**src/rtl/irwag_pkg.sv**
```systemverilog
// Shared types and constants for the idle-rate work-amount governor.
`default_nettype none

package irwag_pkg;

    // One input beat.
    typedef struct packed {
        logic        mode;
        logic [31:0] tick;
        logic        adjust_enable;
        logic        high_priority;
    } t_in_item;

    // One result beat.
    typedef struct packed {
        logic [15:0] work_amount;
        logic [15:0] idle_rate;
        logic        window_closed;
    } t_out_item;

    // Configuration register indexes.
    typedef enum logic [2:0] {
        CFG_WINDOW_TICKS        = 3'd0,
        CFG_RATE_SCALE          = 3'd1,
        CFG_LOW_TARGET          = 3'd2,
        CFG_HIGH_TARGET         = 3'd3,
        CFG_LOW_PRIORITY_FACTOR = 3'd4,
        CFG_INITIAL_AMOUNT      = 3'd5
    } t_cfg_index;

    // Input mode codes.
    localparam logic MODE_IDLE      = 1'b0;
    localparam logic MODE_WORK_DONE = 1'b1;

    // Reset values of the configuration registers and of the block state.
    localparam logic [15:0] WINDOW_TICKS_RESET  = 16'd50;
    localparam logic [7:0]  RATE_SCALE_RESET    = 8'd2;
    localparam logic [7:0]  LOW_TARGET_RESET    = 8'd2;
    localparam logic [7:0]  HIGH_TARGET_RESET   = 8'd10;
    localparam logic [7:0]  LOW_PRIO_RESET      = 8'd5;
    localparam logic [15:0] INITIAL_AMOUNT_RESET = 16'd5;
    localparam logic [15:0] RATE_RESET          = 16'd2;

endpackage

`default_nettype wire

```
**src/rtl/idle_rate_work_amount_governor.sv**
```systemverilog
// Top level of the idle-rate work-amount governor with its bit-serial datapath.
//
// Usage: each input beat on i_in_valid/i_in_item is either an idle event or a
// work-done event, and every accepted beat yields exactly one result beat on
// o_out_valid/o_out_item. An idle event counts towards the current window; the
// event whose tick reaches the window end closes the window, turns the count
// into an idle rate and, if adjustment is allowed, rescales the work amount.
// The user writes the configuration registers via i_cfg_we, i_cfg_index and
// i_cfg_data while the block is idle (not enforced); writes take effect at once.
//
// Timing: the block handles one beat at a time and holds o_in_stall high while
// it works. A work-done event or an idle event that leaves the window open
// goes straight to its result. A window close runs the 8-step serial multiply
// for the rate and both targets. Each amount adjustment adds a 16-step serial
// multiply and a 32-step restoring divide that share one accumulator, plus a
// fix-up step; a close may both shrink and grow. The result is loaded into the
// output register from the done state once that register is free.
//
// Reset (synchronous, active low) restores the configuration, state and control
// registers to their defaults and empties the output register. A stalled result
// is held in the output register while the next beat is already accepted and
// worked on; that beat then waits in its final step until the register is free.
`default_nettype none

module idle_rate_work_amount_governor (
    input  wire                     i_clk,
    input  wire                     i_rst_n,
    input  wire                     i_in_valid,
    output logic                    o_in_stall,
    input  irwag_pkg::t_in_item     i_in_item,
    output logic                    o_out_valid,
    input  wire                     i_out_stall,
    output irwag_pkg::t_out_item    o_out_item,
    input  wire                     i_cfg_we,
    input  wire  [2:0]              i_cfg_index,
    input  wire  [15:0]             i_cfg_data
);
    import irwag_pkg::*;

    // Sequencer states, one-hot.
    typedef enum logic [6:0] {
        S_IDLE = 7'b0000001,
        S_MULR = 7'b0000010,
        S_CHK  = 7'b0000100,
        S_MULA = 7'b0001000,
        S_DIV  = 7'b0010000,
        S_FIX  = 7'b0100000,
        S_DONE = 7'b1000000
    } t_state;

    // Last step of each serial phase.
    localparam logic [4:0] MULR_LAST = 5'd7;
    localparam logic [4:0] MULA_LAST = 5'd15;
    localparam logic [4:0] DIV_LAST  = 5'd31;

    // Configuration registers.
    logic [15:0] r_win;
    logic [7:0]  r_scale;
    logic [7:0]  r_low_t;
    logic [7:0]  r_high_t;
    logic [7:0]  r_lpf;
    logic [15:0] r_init;

    // Block state.
    logic [15:0] r_count;
    logic [15:0] r_rate;
    logic [31:0] r_window_end;
    logic [15:0] r_amount;

    // Sequencer control.
    t_state      r_state;
    logic [4:0]  r_cnt;
    logic        r_stage;   // 0 while the shrink test is due, 1 for the grow test
    logic        r_grow;
    logic        r_adj;
    logic        r_closed;
    logic        r_out_valid;

    // Serial datapath.
    logic [31:0] r_acc;     // product, then dividend shifting into quotient
    logic [15:0] r_mq;      // multiplier bits, taken from the top
    logic [15:0] r_mcand;
    logic [7:0]  r_fq;      // target factor bits, taken from the top
    logic [15:0] r_lo;
    logic [15:0] r_hi;
    logic [15:0] r_div;
    logic [15:0] r_rem;
    t_out_item   r_out;

    logic        accept;
    logic        closes;
    logic [15:0] cnt_inc;
    logic [31:0] n_acc_mul;
    logic [15:0] n_lo;
    logic [15:0] n_hi;
    logic [15:0] rate_sat;
    logic [16:0] div_shift;
    logic [17:0] div_diff;
    logic        div_q;
    logic [15:0] div_rem;
    logic [15:0] shrink_amt;
    logic [15:0] grow_amt;
    logic [15:0] quarter;
    logic [17:0] amt4;
    logic [31:0] grow_q;
    logic        load_out;

    assign o_in_stall  = (r_state != S_IDLE);
    assign o_out_valid = r_out_valid;
    assign o_out_item  = r_out;

    assign accept  = i_in_valid && (r_state == S_IDLE);
    assign closes  = (i_in_item.tick >= r_window_end);
    assign cnt_inc = (r_count == 16'hFFFF) ? r_count : r_count + 16'd1;

    assign load_out = (r_state == S_DONE) && (!r_out_valid || !i_out_stall);

    // One shift-and-add step per cycle, most significant multiplier bit first.
    always_comb begin
        n_acc_mul = {r_acc[30:0], 1'b0} + (r_mq[15] ? {16'd0, r_mcand} : 32'd0);
        n_lo      = {r_lo[14:0], 1'b0} + (r_fq[7] ? {8'd0, r_low_t} : 16'd0);
        n_hi      = {r_hi[14:0], 1'b0} + (r_fq[7] ? {8'd0, r_high_t} : 16'd0);
        rate_sat  = (n_acc_mul[23:16] != 8'd0) ? 16'hFFFF : n_acc_mul[15:0];
    end

    // One restoring division step per cycle.
    always_comb begin
        div_shift = {r_rem, r_acc[31]};
        div_diff  = {1'b0, div_shift} - {2'b00, r_div};
        div_q     = !div_diff[17];
        div_rem   = div_q ? div_diff[15:0] : div_shift[15:0];
    end

    // Fix-up of the quotient for a shrink: floor at a quarter, force a change,
    // never drop to zero. With a zero target the quotient counts as zero.
    always_comb begin
        quarter    = r_amount >> 2;
        shrink_amt = (r_div == 16'd0) ? 16'd0 : r_acc[15:0];
        if (shrink_amt < quarter) begin
            shrink_amt = quarter;
        end
        if ((shrink_amt == r_amount) && (r_amount != 16'd0)) begin
            shrink_amt = shrink_amt - 16'd1;
        end
        if (shrink_amt == 16'd0) begin
            shrink_amt = 16'd1;
        end
    end

    // Fix-up for a grow: cap at four times, force a change, saturate.
    // With a zero target the quotient counts as unbounded.
    always_comb begin
        amt4   = {r_amount, 2'b00};
        grow_q = (r_div == 16'd0) ? {14'd0, amt4} : r_acc;
        if (grow_q > {14'd0, amt4}) begin
            grow_q = {14'd0, amt4};
        end
        if (grow_q == {16'd0, r_amount}) begin
            grow_q = grow_q + 32'd1;
        end
        grow_amt = (grow_q > 32'h0000_FFFF) ? 16'hFFFF : grow_q[15:0];
    end

    // Control and block state.
    always_ff @(posedge i_clk) begin
        if (!i_rst_n) begin
            r_win        <= WINDOW_TICKS_RESET;
            r_scale      <= RATE_SCALE_RESET;
            r_low_t      <= LOW_TARGET_RESET;
            r_high_t     <= HIGH_TARGET_RESET;
            r_lpf        <= LOW_PRIO_RESET;
            r_init       <= INITIAL_AMOUNT_RESET;
            r_count      <= 16'd0;
            r_rate       <= RATE_RESET;
            r_window_end <= {16'd0, WINDOW_TICKS_RESET};
            r_amount     <= INITIAL_AMOUNT_RESET;
            r_state      <= S_IDLE;
            r_cnt        <= 5'd0;
            r_stage      <= 1'b0;
            r_grow       <= 1'b0;
            r_adj        <= 1'b0;
            r_closed     <= 1'b0;
            r_out_valid  <= 1'b0;
        end else begin
            if (i_cfg_we) begin
                case (i_cfg_index)
                    CFG_WINDOW_TICKS:        r_win    <= i_cfg_data;
                    CFG_RATE_SCALE:          r_scale  <= i_cfg_data[7:0];
                    CFG_LOW_TARGET:          r_low_t  <= i_cfg_data[7:0];
                    CFG_HIGH_TARGET:         r_high_t <= i_cfg_data[7:0];
                    CFG_LOW_PRIORITY_FACTOR: r_lpf    <= i_cfg_data[7:0];
                    CFG_INITIAL_AMOUNT:      r_init   <= i_cfg_data;
                    default: ;
                endcase
            end

            r_out_valid <= load_out || (r_out_valid && i_out_stall);

            case (r_state)
                S_IDLE: begin
                    if (accept) begin
                        if (i_in_item.mode == MODE_WORK_DONE) begin
                            r_amount <= r_init;
                            r_closed <= 1'b0;
                            r_state  <= S_DONE;
                        end else if (closes) begin
                            r_count      <= 16'd0;
                            r_window_end <= i_in_item.tick + {16'd0, r_win};
                            r_closed     <= 1'b1;
                            r_adj        <= i_in_item.adjust_enable;
                            r_cnt        <= 5'd0;
                            r_state      <= S_MULR;
                        end else begin
                            r_count  <= cnt_inc;
                            r_closed <= 1'b0;
                            r_state  <= S_DONE;
                        end
                    end
                end
                S_MULR: begin
                    r_cnt <= r_cnt + 5'd1;
                    if (r_cnt == MULR_LAST) begin
                        r_rate  <= rate_sat;
                        r_stage <= 1'b0;
                        r_state <= S_CHK;
                    end
                end
                S_CHK: begin
                    r_cnt <= 5'd0;
                    if (!r_stage) begin
                        if (r_adj && (r_rate <= r_lo)) begin
                            r_grow  <= 1'b0;
                            r_state <= S_MULA;
                        end else begin
                            r_stage <= 1'b1;
                        end
                    end else begin
                        if (r_adj && (r_rate > r_hi)) begin
                            r_grow  <= 1'b1;
                            r_state <= S_MULA;
                        end else begin
                            r_state <= S_DONE;
                        end
                    end
                end
                S_MULA: begin
                    if (r_cnt == MULA_LAST) begin
                        r_cnt   <= 5'd0;
                        r_state <= S_DIV;
                    end else begin
                        r_cnt <= r_cnt + 5'd1;
                    end
                end
                S_DIV: begin
                    r_cnt <= r_cnt + 5'd1;
                    if (r_cnt == DIV_LAST) begin
                        r_state <= S_FIX;
                    end
                end
                S_FIX: begin
                    if (r_grow) begin
                        r_amount <= grow_amt;
                        r_state  <= S_DONE;
                    end else begin
                        r_amount <= shrink_amt;
                        r_stage  <= 1'b1;
                        r_state  <= S_CHK;
                    end
                end
                S_DONE: begin
                    if (load_out) begin
                        r_state <= S_IDLE;
                    end
                end
                default: begin
                    r_state <= S_IDLE;
                end
            endcase
        end
    end

    // Serial datapath and output register.
    always_ff @(posedge i_clk) begin
        case (r_state)
            S_IDLE: begin
                r_acc   <= 32'd0;
                r_mq    <= {r_scale, 8'd0};
                r_mcand <= cnt_inc;
                r_fq    <= i_in_item.high_priority ? 8'd1 : r_lpf;
                r_lo    <= 16'd0;
                r_hi    <= 16'd0;
            end
            S_MULR: begin
                r_acc <= n_acc_mul;
                r_mq  <= {r_mq[14:0], 1'b0};
                r_fq  <= {r_fq[6:0], 1'b0};
                r_lo  <= n_lo;
                r_hi  <= n_hi;
            end
            S_CHK: begin
                r_acc   <= 32'd0;
                r_mq    <= r_rate;
                r_mcand <= r_amount;
                r_div   <= r_stage ? r_hi : r_lo;
            end
            S_MULA: begin
                r_acc <= n_acc_mul;
                r_mq  <= {r_mq[14:0], 1'b0};
                r_rem <= 16'd0;
            end
            S_DIV: begin
                r_acc <= {r_acc[30:0], div_q};
                r_rem <= div_rem;
            end
            default: ;
        endcase

        if (load_out) begin
            r_out.work_amount   <= r_amount;
            r_out.idle_rate     <= r_rate;
            r_out.window_closed <= r_closed;
        end
    end

endmodule

`default_nettype wire

```
**config.mk**
```make
export PLATFORM = sky130hd
export DESIGN_NAME = idle_rate_work_amount_governor
export DESIGN_NICKNAME = d
export VERILOG_FILES = /design/src/rtl/irwag_pkg.sv /design/src/rtl/idle_rate_work_amount_governor.sv
export SDC_FILE = /design/constraint.sdc
export NUM_CORES = 1
export LEC_CHECK = 0
export BUFFER_PORTS_ARGS = -buffer_cell sky130_fd_sc_hd__buf_2
export CAP_MARGIN = 20
export CORE_ASPECT_RATIO = 0.9
export CORE_MARGIN = 1.5
export CORE_UTILIZATION = 63
export DETAILED_ROUTE_END_ITERATION = 16
export HOLD_SLACK_MARGIN = 0.03
export PLACE_DENSITY_LB_ADDON = 0.1
export RECOVER_POWER = 50
export SLEW_MARGIN = 40
export SYNTH_ARGS = -nofsm -noshare
export SYNTH_HDL_FRONTEND = slang
export SYNTH_SLANG_ARGS = --single-unit
```
**constraint.sdc**
```tcl
create_clock -name i_clk -period 6.05 [get_ports i_clk]
set_input_delay 1.21 -clock i_clk [delete_from_list [all_inputs] [get_ports i_clk]]
set_output_delay 1.21 -clock i_clk [all_outputs]
set_load 0.01 [all_outputs]
```
==> flow_metrics.py <==
metrics = {
    "worst_setup_path": {
        "endpoint_kind": "flop",
        "crit_slowest_cell": "or4_1",
        "arrival_ps": 6240,
        "start_kind": "flop",
        "ff2ff_path_depth": 17,
        "r2r-start": "r_div[4]$_DFFE_PP_",
        "r2r_slack_ps": 270,
        "slowest_delay_ps": 840,
        "crit_path_max_fanout": 9,
        "cp.required_ps": 6510,
        "worstPathCellList": "or4_1 > o41ai_2 > inv_1 > a21oi_1 > inv_1 > ha_1 > nand2_1 > or3_1 > a2111oi_0 > a31oi_1 > or2_1 > mux2_2 > nor4bb_1 > a22oi_2 > nand2_1 > a211oi_1 > a211oi_1",
        "timing.rr.end": "r_amount[1]$_SDFFE_PN0P_",
        "crit_type": "flop to flop",
    },
    "routing": {
        "avgRoutedWirePerCell_um": 23.60,
        "first_pass_iters": 7,
        "vias": 21660,
        "drtAntennaViolNets": 0,
        "drt-initial-drc-count": 2629,
        "drc": 0,
        "avgViaCountPerCell": 6.768,
        "drt_wl_total_mm": 75.52,
    },
    "final_layout": {
        "n_antenna_cell": 0,
        "fin_area_um2": 24590,
        "area_delta_synth_final_pct": 9.947,
        "drive_gt1_frac": 0.08422,
        "fin_nets": 2927,
        "largest_register_ffs": 33,
    },
    "clocking": {
        "clkTransAtPathRegs_ps": 60,
        "cts_tree": "built",
        "clockBufferDepth": 3,
        "cts.sinks": 330,
        "clkLatencyLatePin_ps": 560,
        "htree_levels": 2,
        "cts_root_buffer": "clkbuf_16",
        "cts_made_buffers": 37,
    },
    "pwr": {
        "p_leak_nw": 9.693,
        "p_sw_mw": 4.691,
        "power_frac_seq": 0.324,
        "swShare": 0.4392,
        "pwr_density_cell_nw_per_um2": 434.4,
        "power_mw": 10.68,
        "pwr-share-comb": 0.459,
        "p_int_mw": 5.990,
        "clock_power_share": 0.218,
        "peakVddDrop_mv": 0.3044,
    },
    "timing": {
        "fin_crit_ps": 5777,
        "clock_skew_ps": 31.85,
        "rsz0062_at_grt": "false",
        "hold_violations": 0,
        "max_freq_ghz": 0.1731,
        "slew_headroom": -0.6992,
        "whs_ps": 448.6,
        "finalCritPeriodShare": 0.9549,
        "worstMarginPinSlew_ps": 2549,
        "fin_setup_tns_ps": 0,
        "setup_viol": 0,
        "final_max_slew_viol_count": 182,
    },
    "global_routing": {
        "grt_max_degree": 61,
        "grt_overflow": 0,
        "grt_first_pass_wirelength_mm": 117.6,
        "grt_pass1_vias": 20750,
        "antenna_found_initial": 0,
        "grt.total_usage": 0.4079,
    },
    "place": {
        "hpwlAfterDp_mm": 53.72,
        "place.gp.congestion": 1.046,
        "port_buffers": 93,
        "placed_cell_area_um2": 23430,
    },
    "flow_run": {
        "cap_violations": 4,
    },
    "floorplan": {
        "initial_core_util": 0.6381,
        "die_h_um": 181.7,
        "die_w_um": 201.6,
        "pin_count": 94,
        "core_um2": 35050,
        "die-area_um2": 36640,
        "rows": 65,
    },
    "yosys": {
        "yosysSeqAreaShare": 0.3710,
        "synth_async_sr_flop_share": 0,
        "syn_area_um2": 22370,
        "synth-edff-count": 169,
        "synth-seq-cells": 330,
        "yosys_warnings": 0,
        "syn_avg_cell_area_um2": 8.456,
        "synth_ff_type": "edfxtp_1",
        "post_synth_num_cell_types": 94,
        "synthCells": 2645,
        "syn-num-nets": 2869,
    },
    "hold_path": {
        "hold_depth": 2,
        "min_path_type": "flop to flop",
        "min_from": "r_low_t[4]$_SDFFE_PN0P_",
        "hold_path_end": "r_low_t[4]$_SDFFE_PN0P_",
    },
    "run_status": {
        "violations": "capacitance limit, slew limit",
        "status": "finished, violations left",
    },
}
-- layout by cell type (no fill, tap or decap), types with 16 or more instances in the layout --
| cell type | n |
|---|---|
| edfxtp_1 | 169 |
| or3_1 | 19 |
| nor4_1 | 19 |
| xor2_1 | 28 |
| nand2b_1 | 16 |
| o221a_2 | 17 |
| nand4_1 | 45 |
| ha_1 | 160 |
| inv_1 | 155 |
| nand2_1 | 364 |
| a21o_1 | 39 |
| buf_4 | 59 |
| a31oi_1 | 24 |
| nor2b_1 | 26 |
| nor3_1 | 47 |
| mux2i_1 | 34 |
| buf_2 | 55 |
| clkbuf_1 | 67 |
| nand3b_1 | 16 |
| and2_1 | 47 |
| nor2_1 | 208 |
| a211oi_1 | 26 |
| nand3_1 | 73 |
| and3_1 | 30 |
| a21oi_1 | 202 |
| o31ai_1 | 16 |
| o22ai_1 | 21 |
| a22o_1 | 22 |
| o211ai_1 | 17 |
| o21a_1 | 20 |
| o21ai_0 | 156 |
| xnor2_1 | 86 |
| dfxtp_1 | 161 |
| clkbuf_16 | 41 |
-- cell usage after synthesis (all sizes together) (46+ instances only) --
master | count | area [um^2]
edfxtp | 169 | 5075
nand4 | 46 | 294.0
nor2 | 211 | 794.5
and2 | 53 | 331.6
ha | 160 | 2002
inv | 156 | 585.6
nand2 | 364 | 1366
dfxtp | 161 | 3223
o21ai | 162 | 814.5
clkbuf | 129 | 484.2
nand3 | 74 | 375.4
xnor2 | 86 | 753.2
a21oi | 202 | 1011
nor3 | 48 | 240.2
-- timing repair --
item / 4_1_cts / 5_1_grt
resized for setup: 0 / 7
endpoints found under the setup margin: 0 / 16
hold buffers: 0 / 0
setup buffers: 0 / 4
-- worst max-delay path: cells and delay by family, from the launching register on --
family,cells,cell delay [ps]
buffers and inverters,2,240
AND/OR/NAND/NOR,6,2430
multiplexers,1,350
adder cells (fa/ha/maj),1,300
flip-flops,1,420
AO/OA/AOI/OAI,7,1940
-- through the flow --
step / util / std cells / setup slack, ps
global placement: 0.6680 / 3129 / 271.4
CTS: 0.7034 / 3196 / 57.11
global route: 0.7015 / 3200 / 18.09
finish: 0.7015 / 3200 / 272.6
floorplan: - / 2645 / 624.3
detailed placement: 0.6683 / 3129 / 111.8
-- layout make-up --
type	instances	area [um^2]
sequential	330	8298
clock buffer	58	1140
clock inverter	9	91.34
multi-input combinational	2003	12920
fill	2757	10460
tap	469	586.8
timing repair buffer	170	944.7
inverter	161	609.3
-- cell families (layout without fill, tap and decap cells) --
family          after synthesis  after routing  synth area share
flops                       330            330            0.3710
xor+xnor                    114            114           0.04464
fa+ha+maj                   165            165           0.09399
mux                          42             42           0.01924
buf+inv                     312            398           0.05382
simple gates                968            968            0.2063
compound gates              714            714            0.2110
-- power groups by stage --
| stage | Combinational, mW | Sequential [mW] | Clock (mW) |
|---|---|---|---|
| finish | 4.90 | 3.46 | 2.33 |
| global route | 5.24 | 3.49 | 2.40 |
| CTS | 4.73 | 3.42 | 2.33 |
| detailed placement | 4.68 | 3.46 | 0 |
| global placement | 4.61 | 3.44 | 0 |
| floorplan | 3.25 | 3.27 | 0 |
-- routing by layer --
| layer | part of all wire | up-vias | GRT usage |
|---|---|---|---|
| met5 | 0 | - | 0 |
| met4 | 0.043 | 0 | 0.1534 |
| met3 | 0.12 | 273 | 0.08704 |
| met2 | 0.43 | 1459 | 0.6342 |
| met1 | 0.41 | 10220 | 0.5591 |
| li1 | - | 9705 | - |
-- worst max path at each step --
stage	cells after the start	end	startpoint	slack (ps)
floorplan	24	r_amount[0]$_SDFFE_PN1P_	r_div[1]$_DFFE_PP_	620
global placement	17	r_amount[8]$_SDFFE_PN0P_	r_div[1]$_DFFE_PP_	270
detailed placement	17	r_amount[1]$_SDFFE_PN0P_	r_div[1]$_DFFE_PP_	110
CTS	17	r_amount[1]$_SDFFE_PN0P_	r_div[1]$_DFFE_PP_	60
global route	17	r_amount[1]$_SDFFE_PN0P_	r_div[4]$_DFFE_PP_	20
finish	17	r_amount[1]$_SDFFE_PN0P_	r_div[4]$_DFFE_PP_	270
(Power assumes the default switching activity.)
